`src/mftt_pkg.sv`:
```
// shared types and constants for the motor feedback turn tracker
`default_nettype none
package mftt_pkg;

	localparam int MOTOR_COUNT_DEF     = 4;
	localparam int COUNTS_PER_TURN_DEF = 8192;

	localparam int ID_W     = 11;
	localparam int THR_W    = 13;
	localparam int CFG_W    = 13;
	localparam int S_DATA_W = 72;
	localparam int M_DATA_W = 96;

	localparam logic [ID_W-1:0]  BASE_ID_RST  = 11'd513;
	localparam logic [THR_W-1:0] WRAP_THR_RST = 13'd4000;

	typedef enum logic [0:0] {
		CFG_BASE_ID  = 1'b0,
		CFG_WRAP_THR = 1'b1
	} cfg_idx_t;

	typedef struct packed {
		logic [7:0]        temp;
		logic [15:0]       current;
		logic [15:0]       speed;
		logic [15:0]       angle;
		logic [ID_W-1:0]   frame_id;
	} frame_t;

	// input stage status handed to the tracker and the output side
	typedef struct packed {
		logic   valid;
		logic   match;
		frame_t frame;
	} s1_t;

	// packed so that motor_index lands in the lowest bits of tdata
	typedef struct packed {
		logic [7:0]         temperature;
		logic signed [15:0] current_value;
		logic signed [15:0] speed_value;
		logic signed [31:0] rotor_counts;
		logic [15:0]        angle_value;
		logic [1:0]         motor_index;
	} result_t;

endpackage
`default_nettype wire

```
`src/mftt_in_stage.sv`:
```
// input register and motor identifier decode
`default_nettype none
module mftt_in_stage #(
	parameter int MOTOR_COUNT = mftt_pkg::MOTOR_COUNT_DEF,
	localparam int MIDX_W = (MOTOR_COUNT > 1) ? $clog2(MOTOR_COUNT) : 1
) (
	input  wire logic                          clk,
	input  wire logic                          arst_n,
	input  wire logic                          s_axis_tvalid,
	input  wire logic                          s_axis_tready,
	input  wire logic [mftt_pkg::S_DATA_W-1:0] s_axis_tdata,
	input  wire logic                          advance,
	input  wire logic [mftt_pkg::ID_W-1:0]     base_id,
	output mftt_pkg::s1_t                      s1,
	output logic [MIDX_W-1:0]                  idx
);
	import mftt_pkg::*;

	logic              valid_s1;
	frame_t            frame_s1;
	frame_t            frame_in;
	logic [ID_W:0]     diff;

	assign frame_in.frame_id = s_axis_tdata[10:0];
	assign frame_in.angle    = {s_axis_tdata[18:11], s_axis_tdata[26:19]};
	assign frame_in.speed    = {s_axis_tdata[34:27], s_axis_tdata[42:35]};
	assign frame_in.current  = {s_axis_tdata[50:43], s_axis_tdata[58:51]};
	assign frame_in.temp     = s_axis_tdata[66:59];

	always_ff @(posedge clk or negedge arst_n) begin
		if (!arst_n) begin
			valid_s1 <= 1'b0;
		end else if (s_axis_tready) begin
			valid_s1 <= s_axis_tvalid;
		end else if (advance) begin
			valid_s1 <= 1'b0;
		end
	end

	always_ff @(posedge clk) begin
		if (s_axis_tvalid && s_axis_tready) begin
			frame_s1 <= frame_in;
		end
	end

	// borrow bit set means the identifier lies below the window
	assign diff = {1'b0, frame_s1.frame_id} - {1'b0, base_id};

	assign s1.valid = valid_s1;
	assign s1.match = !diff[ID_W] && (diff[ID_W-1:0] < ID_W'(MOTOR_COUNT));
	assign s1.frame = frame_s1;
	assign idx      = diff[MIDX_W-1:0];

endmodule
`default_nettype wire

```
`src/mftt_track.sv`:
```
// per-motor angle history, turn count and zero offset with result assembly
`default_nettype none
module mftt_track #(
	parameter int MOTOR_COUNT     = mftt_pkg::MOTOR_COUNT_DEF,
	parameter int COUNTS_PER_TURN = mftt_pkg::COUNTS_PER_TURN_DEF,
	localparam int MIDX_W = (MOTOR_COUNT > 1) ? $clog2(MOTOR_COUNT) : 1
) (
	input  wire logic                       clk,
	input  wire logic                       arst_n,
	input  wire logic                       fire,
	input  wire logic [MIDX_W-1:0]          idx,
	input  wire mftt_pkg::frame_t           frame,
	input  wire logic [mftt_pkg::THR_W-1:0] wrap_threshold,
	output mftt_pkg::result_t               res,
	output logic [MOTOR_COUNT-1:0]          rezero_pend
);
	import mftt_pkg::*;

	localparam logic [31:0] CPT = 32'(COUNTS_PER_TURN);

	logic [15:0]        last_angle_q  [MOTOR_COUNT];
	logic [31:0]        turn_count_q  [MOTOR_COUNT];
	logic [15:0]        zero_offset_q [MOTOR_COUNT];
	logic [MOTOR_COUNT-1:0] needs_rezero_q;

	logic               rezero;
	logic [15:0]        offset_new;
	logic signed [17:0] delta;
	logic signed [17:0] thr_s;
	logic               wrap_dn;
	logic               wrap_up;
	logic [31:0]        turn_new;
	logic [31:0]        prod;
	logic [MIDX_W+1:0]  idx_ext;

	assign rezero     = needs_rezero_q[idx];
	assign offset_new = rezero ? frame.angle : zero_offset_q[idx];

	assign delta = $signed({{2{frame.angle[15]}}, frame.angle})
		- $signed({{2{last_angle_q[idx][15]}}, last_angle_q[idx]});
	assign thr_s   = $signed({5'b0, wrap_threshold});
	assign wrap_dn = delta < -thr_s;
	assign wrap_up = delta > thr_s;

	always_comb begin
		turn_new = turn_count_q[idx];
		if (rezero) begin
			turn_new = '0;
		end else if (wrap_dn) begin
			turn_new = turn_count_q[idx] + 32'd1;
		end else if (wrap_up) begin
			turn_new = turn_count_q[idx] - 32'd1;
		end
	end

	assign prod = turn_new * CPT;

	always_ff @(posedge clk or negedge arst_n) begin
		if (!arst_n) begin
			needs_rezero_q <= '1;
		end else if (fire) begin
			needs_rezero_q[idx] <= 1'b0;
		end
	end

	// history only read once the motor's first frame has written it
	always_ff @(posedge clk) begin
		if (fire) begin
			last_angle_q[idx]  <= frame.angle;
			turn_count_q[idx]  <= turn_new;
			zero_offset_q[idx] <= offset_new;
		end
	end

	assign idx_ext = (MIDX_W+2)'(idx);

	assign res.motor_index   = idx_ext[1:0];
	assign res.angle_value   = frame.angle;
	assign res.rotor_counts  = $signed(prod + {{16{frame.angle[15]}}, frame.angle}
		- {{16{offset_new[15]}}, offset_new});
	assign res.speed_value   = $signed(frame.speed);
	assign res.current_value = $signed(frame.current);
	assign res.temperature   = frame.temp;

	assign rezero_pend = needs_rezero_q;

endmodule
`default_nettype wire

```
`src/motor_feedback_turn_tracker.sv`:
```
// Motor feedback turn tracker, top level.
// Input stream: one beat per received feedback frame (identifier plus seven
// payload bytes). Frames whose identifier is base_id .. base_id+MOTOR_COUNT-1
// belong to a motor; all other beats are consumed and produce nothing.
// Output stream: one beat per matching frame with the motor index, the
// unpacked angle, speed, current and temperature, and the multi-turn count.
// Path: an accepted matching frame passes the input register, then the result
// register, before it appears on the output.
// Throughput: one frame per cycle while the output beat is taken; the
// per-motor state is read, updated and written back between the registers.
// Config port: base_id (index 0) and wrap_threshold (index 1); the user must
// write them only while no frame is in flight; the block does not enforce it.
// Reset: config returns to 513 and 4000; every motor waits for a first frame
// that captures its zero offset and clears its turn count.
// Stall: while the output beat is not taken, the result register holds, a
// matching frame behind it waits in the input register, and s_axis_tready drops.
`default_nettype none
module motor_feedback_turn_tracker #(
	parameter int MOTOR_COUNT     = mftt_pkg::MOTOR_COUNT_DEF,
	parameter int COUNTS_PER_TURN = mftt_pkg::COUNTS_PER_TURN_DEF
) (
	input  wire logic                          clk,
	input  wire logic                          arst_n,
	input  wire logic                          s_axis_tvalid,
	output logic                               s_axis_tready,
	// frame_id[10:0], angle_high, angle_low, speed_high, speed_low,
	// current_high, current_low, temp_byte, zero fill
	input  wire logic [mftt_pkg::S_DATA_W-1:0] s_axis_tdata,
	output logic                               m_axis_tvalid,
	input  wire logic                          m_axis_tready,
	// motor_index[1:0], angle_value[15:0], rotor_counts[31:0],
	// speed_value[15:0], current_value[15:0], temperature[7:0], zero fill
	output logic [mftt_pkg::M_DATA_W-1:0]      m_axis_tdata,
	input  wire logic                          cfg_we,
	input  wire logic [0:0]                    cfg_index,
	input  wire logic [mftt_pkg::CFG_W-1:0]    cfg_wdata
);
	import mftt_pkg::*;

	localparam int MIDX_W = (MOTOR_COUNT > 1) ? $clog2(MOTOR_COUNT) : 1;

	logic [ID_W-1:0]        base_id_q;
	logic [THR_W-1:0]       wrap_thr_q;
	s1_t                    s1;
	logic [MIDX_W-1:0]      idx;
	logic                   out_free;
	logic                   advance;
	logic                   fire;
	result_t                res;
	result_t                res_q;
	logic                   m_valid_q;
	logic [MOTOR_COUNT-1:0] rezero_pend;

	always_ff @(posedge clk or negedge arst_n) begin
		if (!arst_n) begin
			base_id_q  <= BASE_ID_RST;
			wrap_thr_q <= WRAP_THR_RST;
		end else if (cfg_we) begin
			case (cfg_idx_t'(cfg_index))
				CFG_BASE_ID:  base_id_q  <= cfg_wdata[ID_W-1:0];
				CFG_WRAP_THR: wrap_thr_q <= cfg_wdata[THR_W-1:0];
				default: ;
			endcase
		end
	end

	// non-matching beats leave the input register without a result slot
	assign out_free      = !m_valid_q || m_axis_tready;
	assign advance       = s1.valid && (!s1.match || out_free);
	assign fire          = s1.valid && s1.match && out_free;
	assign s_axis_tready = !s1.valid || advance;

	mftt_in_stage #(
		.MOTOR_COUNT(MOTOR_COUNT)
	) u_in (
		.clk           (clk),
		.arst_n        (arst_n),
		.s_axis_tvalid (s_axis_tvalid),
		.s_axis_tready (s_axis_tready),
		.s_axis_tdata  (s_axis_tdata),
		.advance       (advance),
		.base_id       (base_id_q),
		.s1            (s1),
		.idx           (idx)
	);

	mftt_track #(
		.MOTOR_COUNT     (MOTOR_COUNT),
		.COUNTS_PER_TURN (COUNTS_PER_TURN)
	) u_track (
		.clk            (clk),
		.arst_n         (arst_n),
		.fire           (fire),
		.idx            (idx),
		.frame          (s1.frame),
		.wrap_threshold (wrap_thr_q),
		.res            (res),
		.rezero_pend    (rezero_pend)
	);

	always_ff @(posedge clk or negedge arst_n) begin
		if (!arst_n) begin
			m_valid_q <= 1'b0;
		end else if (out_free) begin
			m_valid_q <= fire;
		end
	end

	always_ff @(posedge clk) begin
		if (fire) begin
			res_q <= res;
		end
	end

	assign m_axis_tvalid = m_valid_q;
	assign m_axis_tdata  = {(M_DATA_W - $bits(result_t))'(0), res_q};

`ifndef SYNTHESIS
	a_fire_lands: assert property (@(posedge clk) disable iff (!arst_n)
		fire |=> m_axis_tvalid && (res_q == $past(res)))
		else $error("result beat did not land in the output register");

	a_no_fire_on_stall: assert property (@(posedge clk) disable iff (!arst_n)
		(m_valid_q && !m_axis_tready) |-> !fire)
		else $error("state updated while the output beat was stalled");

	a_s1_holds: assert property (@(posedge clk) disable iff (!arst_n)
		(s1.valid && !advance) |=> s1.valid && $stable(s1.frame))
		else $error("waiting frame lost from the input register");

	a_rezero_only_clears: assert property (@(posedge clk) disable iff (!arst_n)
		1'b1 |=> $countones(rezero_pend) <= $past($countones(rezero_pend)))
		else $error("re-zero flag set again after reset");
`endif

endmodule
`default_nettype wire
```
`config.mk`:
```
export PLATFORM = sky130hd
export DESIGN_NAME = motor_feedback_turn_tracker
export DESIGN_NICKNAME = d
export VERILOG_FILES = /design/src/mftt_pkg.sv /design/src/mftt_in_stage.sv /design/src/mftt_track.sv /design/src/motor_feedback_turn_tracker.sv
export SDC_FILE = /design/constraint.sdc
export NUM_CORES = 1
export LEC_CHECK = 0
export BUFFER_PORTS_ARGS = -buffer_cell sky130_fd_sc_hd__buf_2
export CAP_MARGIN = 20
export CORE_ASPECT_RATIO = 0.9
export CORE_MARGIN = 10
export CORE_UTILIZATION = 35
export CTS_CLUSTER_DIAMETER = 100
export DETAILED_ROUTE_END_ITERATION = 6
export HOLD_SLACK_MARGIN = 0.06
export PLACE_DENSITY = 0.6
export REMOVE_ABC_BUFFERS = 1
export SLEW_MARGIN = 20
export SYNTH_ARGS = -nofsm -noshare
export SYNTH_HDL_FRONTEND = slang
export SYNTH_SLANG_ARGS = --single-unit
```
`constraint.sdc`:
```
create_clock -name clk -period 26.7 [get_ports clk]
set_clock_uncertainty 0.2 [all_clocks]
set_input_delay 2.67 -clock clk [delete_from_list [all_inputs] [get_ports clk]]
set_output_delay 2.67 -clock clk [all_outputs]
set_load 0.1 [all_outputs]
```
Yosys cells after proc, flatten, opt, wreduce, memory -nomap -nowiden
Memories as Yosys holds them, arrays and structs flattened.
Index checks and enable logic that the tools add are counted.
{ "op_classes": {"mux": 12, "order_cmp": 5, "bitwise_logic": 3, "reduce_logical": 16, "add_sub_neg": 7} }
{ "op_table": {"columns": ["op", "n"], "rows": [
  ["2-to-1 mux 32 bit", 3],
  ["adder 32 x 1 -> 32 bit, second input constant", 1],
  ["adder 32 bit", 1],
  ["subtractor 32 x 1 -> 32 bit, second input constant", 1],
  ["subtractor 32 bit", 1],
  ["greater-than comparator 18 x 14 -> 1 bit", 1],
  ["< comparator 18 bit", 1],
  ["negator 13 -> 18 bit", 1],
  ["subtractor 16 x 16 -> 17 bit", 1],
  ["2-to-1 mux 16 bit", 1],
  ["subtractor 11 x 11 -> 12 bit", 1],
  ["< comparator 11 x 3 -> 1 bit, second input constant", 1],
  ["logical AND 1 bit", 6],
  ["2-to-1 mux 1 bit", 6],
  ["bitwise AND 4 bit", 1],
  ["logical NOT 1 bit", 4],
  ["inverter 4 bit", 1],
  ["AND reduction 2 bit", 2],
  ["logical OR 1 bit", 3],
  ["< comparator 2 x 3 -> 1 bit, second input constant", 1],
  ["binary-select mux 1 bit (select 2 bit)", 1],
  ["demux 1 bit (select 2 bit)", 1],
  ["greater-or-equal comparator 2 x 1 -> 1 bit, second input constant", 1],
  ["nonzero test 2 bit", 1],
  ["inverter 1 bit", 1]
]} }
{ "word_totals": {"in_bits": 91, "ram_bits": 256, "register_bits": 187, "wordCells": 62, "output_inout_bits": 98, "memories": 3} }
{ "memory_table": {"columns": ["memory", "words", "width", "rd", "rd_ports_with_merged_regs", "write_ports", "line_no", "rtl"], "rows": [
  ["u_track.turn_count_q", 4, 32, 1, 0, 1, "mftt_track.sv:22", "logic [31:0] turn_count_q [MOTOR_COUNT];"],
  ["u_track.last_angle_q", 4, 16, 1, 0, 1, "mftt_track.sv:21", "logic [15:0] last_angle_q [MOTOR_COUNT];"],
  ["u_track.zero_offset_q", 4, 16, 1, 0, 1, "mftt_track.sv:23", "logic [15:0] zero_offset_q [MOTOR_COUNT];"]
]} }

Longest topological paths before layout
Gate-level depths: netlist (run 1).
An unclocked memory read counts as a cell.
{ "depth": {"depth_word": 9, "depth_mapped": 43, "mapped_depth_nobuf": 38} }

By module
From an unflattened synthesis (run 1), not the netlist that was laid out.
{ "hier_totals": {"hier_cells": 1344, "area_unflattened_um2": 19391.1} }
{ "by_module_without_submodules": {"columns": ["module", "area_each_um2", "seq_area_each_um2", "n_inst", "cells_each"], "rows": [
  ["mftt_track", 12949.9, 6231.0, 1, 1032],
  ["motor_feedback_turn_tracker", 3769.9, 3338.2, 1, 156],
  ["mftt_in_stage", 2671.3, 2037.0, 1, 156]
]} }

Least setup slack after synthesis (run 1)
No wires, ideal clock.
{ "synth_path": {"path_kind": "reg2reg", "startpoint": "register base_id_q[0]", "endpoint": "register res_q, in the netlist m_axis_tdata[49] (data pin)", "required_time_ns": 26.232, "slack_ns": 17.527, "setup_time_ns": 0.268, "path_stages_with_launch": 38, "arrival_ns": 8.706, "n_path_buf": 4, "period_less_slack_ns": 9.173, "cell_sequence": "dfstp_2 > ha_1 > inv_1 > fa_1 > clkbuf_1 > buf_2 > buf_2 > clkbuf_1 > mux4_2 > ha_1 > fa_1 > nand2b_1 > a21oi_1 > o21ai_1 > a2111oi_0 > o22ai_1 > ha_1 > nor2b_1 > [... 2 more ...] > a21oi_1 > nor2b_1 > nand3_1 > o22ai_1 > xnor2_1 > nor2_1 > fa_1 > ha_1 > a21oi_1 > nand2_1 > a21oi_1 > o21ai_0 > a21o_1 > nand4_1 > a31oi_1 > a2111oi_0 > o21bai_1 > xnor3_1"} }
{ "synth_rtl": {"columns": ["item", "line_no", "rtl"], "rows": [
  ["from (decl)", "motor_feedback_turn_tracker.sv:42", "logic [ID_W-1:0] base_id_q;"],
  ["from (signal assigned)", "motor_feedback_turn_tracker.sv:60", "CFG_BASE_ID: base_id_q <= cfg_wdata[ID_W-1:0];"],
  ["to (signal assigned)", "motor_feedback_turn_tracker.sv:111", "res_q <= res;"],
  ["to (decl)", "motor_feedback_turn_tracker.sv:50", "result_t res_q;"]
]} }

==> results of run 1 <==
==> per-stage QoR <==
stage / std cells / total power [W] / hold slack, ns
2_1_floorplan: 1211 / 0.001112 / 0.2003
3_3_place_gp: 2087 / 0.001221 / 0.2003
3_5_place_dp: 2087 / 0.001230 / 0.2045
4_1_cts: 2164 / 0.001827 / 0.2139
5_1_grt: 2164 / 0.001917 / 0.2209
6_report: 2164 / 0.001804 / 0.2149
==> final cells by class <==
cell class	count	area, µm²
Clock buffer	49	1099
Clock inverter	28	290.3
Fill cell	4772	30330
Inverter	106	400.4
Multi-Input combinational cell	714	6336
Sequential cell	391	11610
Tap cell	688	860.8
Timing Repair Buffer	188	968.4
==> power by group <==
part / internal [W] / total (W) / switching, W / leakage (nW)
clock network: 0.000345 / 0.000585 / 0.000240 / 0.688
logic: 0.000205 / 0.000495 / 0.000290 / 3.77
registers: 0.000712 / 0.000724 / 0.0000117 / 3.42
total: 0.00126 / 0.00180 / 0.000542 / 7.88
==> metal layers <==
metal | track usage (%) | vias up | routed length (µm)
met5 | 0 | - | 13
met4 | 3.518 | 2 | 779
met3 | 3.983 | 52 | 2887
met2 | 19.26 | 267 | 17220
met1 | 17.08 | 5245 | 18440
li1 | - | 5047 | -
==> worst max-delay path, delay by kind of cell (launching register included) <==
family	cells	cell delay, ns
compound gates	14	3.95
fa+ha+maj	6	2.35
simple gates	7	1.50
buf+inv	2	0.80
mux	1	0.60
flops	1	0.55
xor+xnor	2	0.44
==> state kept, by name, summed over array words and instances (netlist names), 4 cells and up <==
name / cells
base_id_q: 11
u_track.turn_count_q: 76
u_track.last_angle_q: 64
u_in.s1: 67
m_axis_tdata: 90
wrap_thr_q: 13
u_track.rezero_pend: 4
u_track.zero_offset_q: 64
==> final timing paths <==
| path | slack [ns] | endpoint |
|---|---|---|
| setup / recovery | 16.05 | m_axis_tdata[49]$_DFFE_PP_ |
| hold reg to reg | 0.21 | m_axis_tdata[62]$_DFFE_PP_ |
| min in group asynchronous | 1.96 | base_id_q[4]$_DFFE_PN0P_ |
| hold / removal | 0.21 | m_axis_tdata[62]$_DFFE_PP_ |
| max in group asynchronous | 23.90 | m_axis_tvalid$_DFFE_PN0N_ |
| setup reg to reg | 16.05 | m_axis_tdata[49]$_DFFE_PP_ |
==> Yosys cell counts, types with 18 or more instances <==
cell type	instances	area (µm²)
xnor2_1	52	455.4
a21oi_1	48	240.2
nor2_1	74	277.8
mux2i_1	18	180.2
edfxtp_1	361	10840
fa_1	21	420.4
inv_1	106	397.9
nand3_1	23	115.1
o21ai_0	44	220.2
mux4_2	51	1149
a21o_1	18	135.1
mux2_2	18	202.7
nor3_1	20	100.1
nand2_1	55	206.5
ha_1	104	1301
dfrtp_1	18	450.4
==> cell families (layout without fill, tap and decap cells) <==
kind of cell,Yosys count,count (layout),synth area share [%]
flip-flops,391,391,63.03
AND/OR/NAND/NOR,240,240,6.320
AO/OA/AOI/OAI,188,188,6.727
buffers and inverters,133,371,2.922
adder cells (fa/ha/maj),125,125,9.350
multiplexers,87,87,8.317
XOR/XNOR,68,68,3.309
other,1,6,0.02037
==> impl_metrics.json, run 1 <==
{
  "synth-seq-cells": 391,
  "critPathRequiredTime_ns": 26.81,
  "drive_gt1_share_pct": 24.19,
  "rsz0062_at_grt": "no",
  "synth_edf_count": 361,
  "cp.arrival_ns": 10.77,
  "grt_max_degree": 61,
  "final_core_util_pct": 41.55,
  "final_common_cell": "edfxtp_1",
  "drtIter0Drc": 587,
  "min_path_type": "reg2reg",
  "critPathLaunch": "base_id_q[0]$_DFFE_PN1P_",
  "gp_congestion": 0.8063,
  "design.die.area_mm2": 0.06220,
  "drv_slew": 0,
  "path_common_cell": "a21oi_1",
  "worstHoldStart": "u_in.s1[39]$_DFFE_PP_",
  "ant_nets": 0,
  "path_max_fanout": 35,
  "insertion_delay_ns": 0.57,
  "n_antenna_cell": 0,
  "syn_inst": 1233,
  "synth_area_mm2": 0.01841,
  "r2r_start": "base_id_q[0]$_DFFE_PN1P_",
  "hpwl_mm": 26.43,
  "grt_pass1_vias": 11120,
  "firstDrtPassIters": 5,
  "post-place-ws_ns": 16.06,
  "fin_crit_ns": 10.65,
  "max_stage_delay_ns": 0.75,
  "yosys_warnings": 0,
  "ir_drop_uv": 58.11,
  "p_per_area_mw_per_mm2": 83.68,
  "ctsRootBufferMaster": "clkbuf_16",
  "hold_buffers": 0,
  "syn_area_per_cell_um2": 14.93,
  "p_leak_nw": 7.881,
  "grt_overflow_total": 0,
  "finalCritPeriodShare_pct": 39.91,
  "fin_nets": 1660,
  "grt_first_pass_wirelength_mm": 62.33,
  "ios": 189,
  "area_growth_pct": 17.10,
  "cts_sinks": 391,
  "wl_mm": 39.34,
  "cts.clk_slew.worst_paths_ns": 0.06,
  "seq_area_frac_synth_pct": 63.03,
  "cts_resized": 0,
  "setup_viol": 0,
  "ys.flop_type": "edfxtp_1",
  "route.detailed.drc": 0,
  "status": "complete, no violations",
  "cp-start-kind": "flip-flop",
  "final_cell_mix": "361 x edfxtp_1, 177 x buf_2, 105 x inv_1",
  "cpMaxStageDelayCell": "a21oi_1",
  "finalSetupTns_ns": 0,
  "r2r_cells": 32,
  "grt_util_all_layers_pct": 12.64,
  "crit_path_end_kind": "flip-flop",
  "wire_per_inst_um": 18.18,
  "yosys.cell_types.count": 72,
  "die_y_um": 237.6,
  "tightest_slew_ns": 1.008,
  "path_class": "reg2reg",
  "viasPerCell": 4.904,
  "min_path_cells": 0,
  "synthArstFlopShare_pct": 7.673,
  "initial_utilization_pct": 35.48,
  "timing.final.hold_violations": 0,
  "cts_buffer_depth": 3,
  "rows": 79,
  "fmax_mhz": 93.86,
  "fin_ws_ns": 16.05,
  "final_area_mm2": 0.02156,
  "core_mm2": 0.05189,
  "place_area_mm2": 0.02017,
  "drv_cap": 0,
  "cts_tree": "yes",
  "cts_setup_buffers": 0,
  "io_buffers": 177,
  "htreeDepth": 2,
  "vias": 10610,
  "cts_buffers": 43,
  "relSlewSlack_pct": 32.35,
  "die_x_um": 261.8,
  "grt_antenna_before_repair": 1
}
(Power assumes the default switching activity.)
==> run 2: changes to the inputs <==
==> constraint.sdc (replaced) <==
create_clock -name clk -period 10.2 [get_ports clk]
set_clock_uncertainty 0.2 [all_clocks]
set_input_delay 1.02 -clock clk [delete_from_list [all_inputs] [get_ports clk]]
set_output_delay 1.02 -clock clk [all_outputs]
set_load 0.1 [all_outputs]
==> run 2 against run 1 <==
Compared with the run above: worst hold slack better by 0.0025 ns; first-iteration DRC count down 11%; global-route usage hardly changed; critical path type unchanged; final cell count is 0.42% higher; fmax up 11%.
==> impl_metrics.json, run 2 (synthesis results as in run 1) <==
{
  "grt_overflow_total": 0,
  "drive_gt1_share_pct": 24.39,
  "fin_crit_ns": 9.568,
  "hold_ws_ns": 0.2174,
  "ctsRootBufferMaster": "clkbuf_16",
  "ios": 189,
  "finalCritPeriodShare_pct": 93.80,
  "status": "complete, no violations",
  "wl_mm": 39.31,
  "path_common_cell": "inv_1",
  "grt_antenna_before_repair": 0,
  "drtIter0Drc": 524,
  "cts_sinks": 391,
  "cts_buffers": 43,
  "max_stage_delay_ns": 0.79,
  "final_cell_mix": "361 x edfxtp_1, 177 x buf_2, 105 x inv_1",
  "core_mm2": 0.05189,
  "firstDrtPassIters": 5,
  "timing.final.hold_violations": 0,
  "cp-start-kind": "flip-flop",
  "cts_buffer_depth": 3,
  "fmax_mhz": 104.5,
  "finalSetupTns_ns": 0,
  "cts.clk_slew.worst_paths_ns": 0.06,
  "tightest_slew_ns": 0.8735,
  "hpwl_mm": 26.78,
  "initial_utilization_pct": 35.48,
  "viasPerCell": 4.878,
  "grt_util_all_layers_pct": 12.65,
  "drv_slew": 0,
  "p_leak_nw": 7.886,
  "largest_register_ffs": 90,
  "p_per_area_mw_per_mm2": 217.8,
  "grt_max_degree": 61,
  "grt_first_pass_wirelength_mm": 62.34,
  "relSlewSlack_pct": 41.77,
  "cts_setup_buffers": 0,
  "min_path_type": "reg2reg",
  "die_x_um": 261.8,
  "grt_pass1_vias": 11030,
  "cts_tree": "yes",
  "critPathRequiredTime_ns": 10.31,
  "die_y_um": 237.6,
  "multiInputGateArea_mm2": 0.006337,
  "area_growth_pct": 17.34,
  "setup_viol": 0,
  "ir_drop_uv": 148.1,
  "path_max_fanout": 11,
  "insertion_delay_ns": 0.56,
  "vias": 10600,
  "route.detailed.drc": 0,
  "ant_nets": 0,
  "n_fill_cell": 4746,
  "wire_per_inst_um": 18.09,
  "gp_congestion": 0.8198,
  "design.die.area_mm2": 0.06220,
  "fin_nets": 1666,
  "htreeDepth": 2,
  "drv_cap": 0,
  "final_common_cell": "edfxtp_1",
  "cpMaxStageDelayCell": "fa_2",
  "rows": 79,
  "io_buffers": 177,
  "crit_path_end_kind": "flip-flop",
  "seq_area_mm2": 0.01161,
  "cp.arrival_ns": 9.68,
  "rsz0062_at_grt": "no",
  "path_class": "reg2reg"
}
-- run 2: cell count changes in the layout (fill, tap and decap cells not counted), moves of 2 or more --
cell / before / now
clkinv_2: 11 / 6
bufinv_16: 5 / 3
clkinvlp_4: 0 / 4
clkbuf_8: 0 / 2
clkbuf_1: 6 / 10
buf_4: 11 / 16
-- run 2: layer usage --
metal	track usage, %	share of wire, %
met4	3.501	1.9
met1	17.09	47
met2	19.38	45
met3	3.866	6.8
met5	0	0
-- run 2: critical path, delay by kind of cell (launching register included) --
kind | cells | cell delay, ns
mux | 1 | 0.38
simple gates | 7 | 1.01
fa+ha+maj | 7 | 2.65
compound gates | 15 | 3.64
flops | 1 | 0.55
xor+xnor | 2 | 0.58
buf+inv | 4 | 0.30
-- run 2: final cells by class --
type,instances,area share (%)
diodes,1,0.01158
clock inverters,23,0.9961
repair buffers,194,4.708
inverters,106,1.853
clock buffers,56,5.397
multi-input cells,714,29.33
flip-flops and latches,391,53.72
well taps,688,3.984
-- run 2: power by group --
group | leakage [nW] | total [W] | switching [W] | internal (W)
Sequential | 3.42 | 0.00189 | 0.0000300 | 0.00186
Clock | 0.664 | 0.00151 | 0.000623 | 0.000886
Combinational | 3.80 | 0.00130 | 0.000759 | 0.000545
-- run 2: timing repair --
item	CTS	global route
gates resized for setup	0	2
hold buffers	0	0
setup endpoints to repair	0	1
hold endpoints to repair	0	0
-- run 2: worst paths after layout --
kind	cells past startpoint	slack (ns)	startpoint	end
max	36	0.63	base_id_q[0]$_DFFE_PN1P_	m_axis_tdata[49]$_DFFE_PP_
min in group asynchronous	1	0.32	arst_n	wrap_thr_q[0]$_DFFE_PN0P_
max in group asynchronous	1	9.01	arst_n	base_id_q[10]$_DFFE_PN0P_
max reg2reg	36	0.63	base_id_q[0]$_DFFE_PN1P_	m_axis_tdata[49]$_DFFE_PP_
min	0	0.22	u_in.s1[32]$_DFFE_PP_	m_axis_tdata[55]$_DFFE_PP_
min reg2reg	0	0.22	u_in.s1[32]$_DFFE_PP_	m_axis_tdata[55]$_DFFE_PP_
-- run 2: metrics by stage --
stage | util (%) | power (W) | setup WS [ns] | cells | cell area, µm²
floorplan | - | 0.002911 | 0.1844 | 1211 | 18290
CTS | 41.62 | 0.004767 | 0.5138 | 2172 | 21600
global placement | 38.95 | 0.003208 | 0.7560 | 2093 | 20210
detailed placement | 38.95 | 0.003226 | 0.6088 | 2093 | 20210
global route | 41.63 | 0.005004 | 0.003659 | 2172 | 21600
finish | 41.63 | 0.004706 | 0.6321 | 2173 | 21610
==> run 3: changes to the inputs <==
--- a/config.mk
+++ b/config.mk
@@ -5,8 +5,8 @@
 export SDC_FILE = /design/constraint.sdc
 export NUM_CORES = 1
 export LEC_CHECK = 0
+export ABC_AREA = 1
 export BUFFER_PORTS_ARGS = -buffer_cell sky130_fd_sc_hd__buf_2
-export CAP_MARGIN = 20
 export CORE_ASPECT_RATIO = 0.9
 export CORE_MARGIN = 10
 export CORE_UTILIZATION = 35
==> run 3 against run 2 <==
Compared with the run above: worst hold slack barely moved; final cell count rose by 28%; flip-flop and latch count did not move; sequential share of layout area fell by 3.4 points; cell area rose by 6.8%; register-to-register slack improved by 0.39 ns; largest cell class unchanged; synthesized cell count rose by 44%; fmax rose by 4.2%; first-iteration DRC count rose by 66%; clock power rose by 9%; via count rose by 26%; non-clock buffer count rose by 9.
==> impl_metrics.json, run 3 <==
{
  "yosys.area.top_type": "edfxtp_1",
  "fmax_mhz": 108.9,
  "yosys.area.top_type_share_pct": 54.79,
  "timing.final.hold_violations": 0,
  "ant_nets": 0,
  "ir_drop_uv": 162.7,
  "n_antenna_cell": 0,
  "r2r_start": "base_id_q[0]$_DFFE_PN1P_",
  "synth-seq-cells": 391,
  "p_sw_w": 0.002326,
  "cp-start-kind": "flip-flop",
  "final_area_mm2": 0.02307,
  "route.detailed.drc": 0,
  "grt_first_pass_wirelength_mm": 76.87,
  "final_common_cell": "nand2_1",
  "crit_path_end_kind": "flip-flop",
  "combPwrFrac_pct": 40.8,
  "cts_sinks": 391,
  "drive_gt1_share_pct": 18.73,
  "viasPerCell": 4.801,
  "ios": 189,
  "largest_register_ffs": 90,
  "seq_area_frac_synth_pct": 58.66,
  "min_path_cells": 0,
  "cts_tree": "yes",
  "yosysMostFrequentCell": "nand2_1",
  "insertion_delay_ns": 0.58,
  "worstHoldStart": "u_in.s1[35]$_DFFE_PP_",
  "yosys_warnings": 0,
  "area_growth_pct": 16.59,
  "htreeDepth": 2,
  "wl_mm": 48.85,
  "cts.clk_slew.worst_paths_ns": 0.06,
  "clkPwrFrac_pct": 26.9,
  "ys.flop_type": "edfxtp_1",
  "relSlewSlack_pct": 30.01,
  "r2r_cells": 44,
  "ctsRootBufferMaster": "clkbuf_16",
  "design.die.area_mm2": 0.06645,
  "seq_power_share_pct": 32.2,
  "grt_util_all_layers_pct": 14.50,
  "die_x_um": 270.6,
  "final_core_util_pct": 41.33,
  "grt_pass1_vias": 13620,
  "cts_buffer_depth": 3,
  "vias": 13340,
  "p_int_w": 0.003776,
  "hold_buffers": 0,
  "grt_max_degree": 72,
  "status": "complete, no violations",
  "drv_cap": 0,
  "final_cell_mix": "384 x nand2_1, 361 x edfxtp_1, 178 x inv_1",
  "cts_resized": 0,
  "cts_setup_buffers": 0,
  "min_path_type": "reg2reg",
  "cts_buffers": 44,
  "fin_nets": 2204,
  "syn_area_per_cell_um2": 11.13,
  "synth_area_mm2": 0.01979,
  "path_common_cell": "nand2_1",
  "hpwl_mm": 34.04,
  "rows": 82,
  "drtIter0Drc": 872,
  "firstDrtPassIters": 5,
  "synthArstFlopShare_pct": 7.673,
  "cpMaxStageDelayCell": "fa_2",
  "core_mm2": 0.05581,
  "yosys.cell_types.count": 56,
  "finalCritPeriodShare_pct": 89.99,
  "synth_edf_count": 361,
  "max_stage_delay_ns": 0.62,
  "path_class": "reg2reg",
  "rsz0062_at_grt": "no",
  "power.share.switching_pct": 38.12,
  "ys_top_cells_by_area": "edfxtp_1 55%, nand2_1 7.3%, ha_1 6.6%",
  "place_area_mm2": 0.02156,
  "drv_slew": 0,
  "io_buffers": 177,
  "initial_utilization_pct": 35.45,
  "syn_inst": 1778,
  "gp_congestion": 0.8802,
  "setup_viol": 0,
  "hold_end": "m_axis_tdata[58]$_DFFE_PP_",
  "hold_ws_ns": 0.2173,
  "grt_overflow_total": 0,
  "p_leak_nw": 9.558,
  "rrSetupSlack_ns": 1.02,
  "die_y_um": 245.6,
  "p_per_area_mw_per_mm2": 264.5,
  "path_max_fanout": 30,
  "synth.top_cells.by_count": "384 x nand2_1, 361 x edfxtp_1, 180 x inv_1",
  "wire_per_inst_um": 17.58,
  "critPathRequiredTime_ns": 10.32,
  "r2r_end": "m_axis_tdata[46]$_DFFE_PP_",
  "fin_crit_ns": 9.179,
  "grt_antenna_before_repair": 0,
  "tightest_slew_ns": 1.050,
  "finalSetupTns_ns": 0,
  "cp.arrival_ns": 9.30
}
-- run 3: per-layer routing --
layer / vias to the layer above / global-route usage [%] / part of all wire [%]
met5: - / 0 / 0
met4: 0 / 4.844 / 2.5
met3: 75 / 2.362 / 4.7
met2: 290 / 24.28 / 47
met1: 6404 / 18.90 / 46
li1: 6574 / - / -
-- run 3: critical path, delay by kind of cell (launching register included) --
kind / cells / cell delay [ns]
xor+xnor: 1 / 0.16
compound gates: 10 / 1.83
fa+ha+maj: 6 / 2.33
buf+inv: 8 / 1.61
simple gates: 19 / 2.18
flops: 1 / 0.53
-- run 3: cell type report --
class	instances	area (µm²)
Fill cell	5370	32750
Timing Repair Buffer	203	1081
Sequential cell	391	11610
Inverter	202	763.2
Clock inverter	30	381.6
Multi-Input combinational cell	1146	7162
Tap cell	756	945.9
Clock buffer	51	1127
-- run 3: cells by family (layout without fill, tap and decap cells) --
kind of cell    count (synthesis)  in the layout  share of synthesized area, %
compound gates                245            245                         7.563
buf+inv                       246            486                         5.401
other cells                     1              6                       0.01895
flops                         391            391                         58.66
xor+xnor                       85             85                         3.763
simple gates                  685            685                         15.89
fa+ha+maj                     125            125                         8.702
-- run 3: per-stage QoR --
stage | total power (W) | cells | setup slack, ns
after floorplan | 0.003772 | 1739 | 1.301
after global placement | 0.004453 | 2698 | 1.190
after detailed placement | 0.004479 | 2698 | 1.008
after CTS | 0.006161 | 2779 | 0.9526
after global routing | 0.006542 | 2779 | 0.1845
final | 0.006102 | 2779 | 1.021
-- run 3: worst max path at each step --
| stage | startpoint | depth (start not counted) | to | slack [ns] |
|---|---|---|---|---|
| after global placement | base_id_q[0]$_DFFE_PN1P_ | 45 | m_axis_tdata[46]$_DFFE_PP_ | 1.19 |
| after CTS | base_id_q[0]$_DFFE_PN1P_ | 44 | m_axis_tdata[46]$_DFFE_PP_ | 0.95 |
| after floorplan | base_id_q[0]$_DFFE_PN1P_ | 42 | m_axis_tdata[46]$_DFFE_PP_ | 1.30 |
| after global routing | base_id_q[0]$_DFFE_PN1P_ | 44 | m_axis_tdata[46]$_DFFE_PP_ | 0.18 |
| after detailed placement | base_id_q[0]$_DFFE_PN1P_ | 45 | m_axis_tdata[46]$_DFFE_PP_ | 1.01 |
| final | base_id_q[0]$_DFFE_PN1P_ | 44 | m_axis_tdata[46]$_DFFE_PP_ | 1.02 |
-- run 3: power groups by stage --
stage,Combinational [W],Clock (W),Sequential [W]
floorplan,0.00177,0,0.00200
global placement,0.00245,0,0.00200
detailed placement,0.00248,0,0.00200
CTS,0.00251,0.00169,0.00197
global route,0.00282,0.00175,0.00197
finish,0.00249,0.00164,0.00197
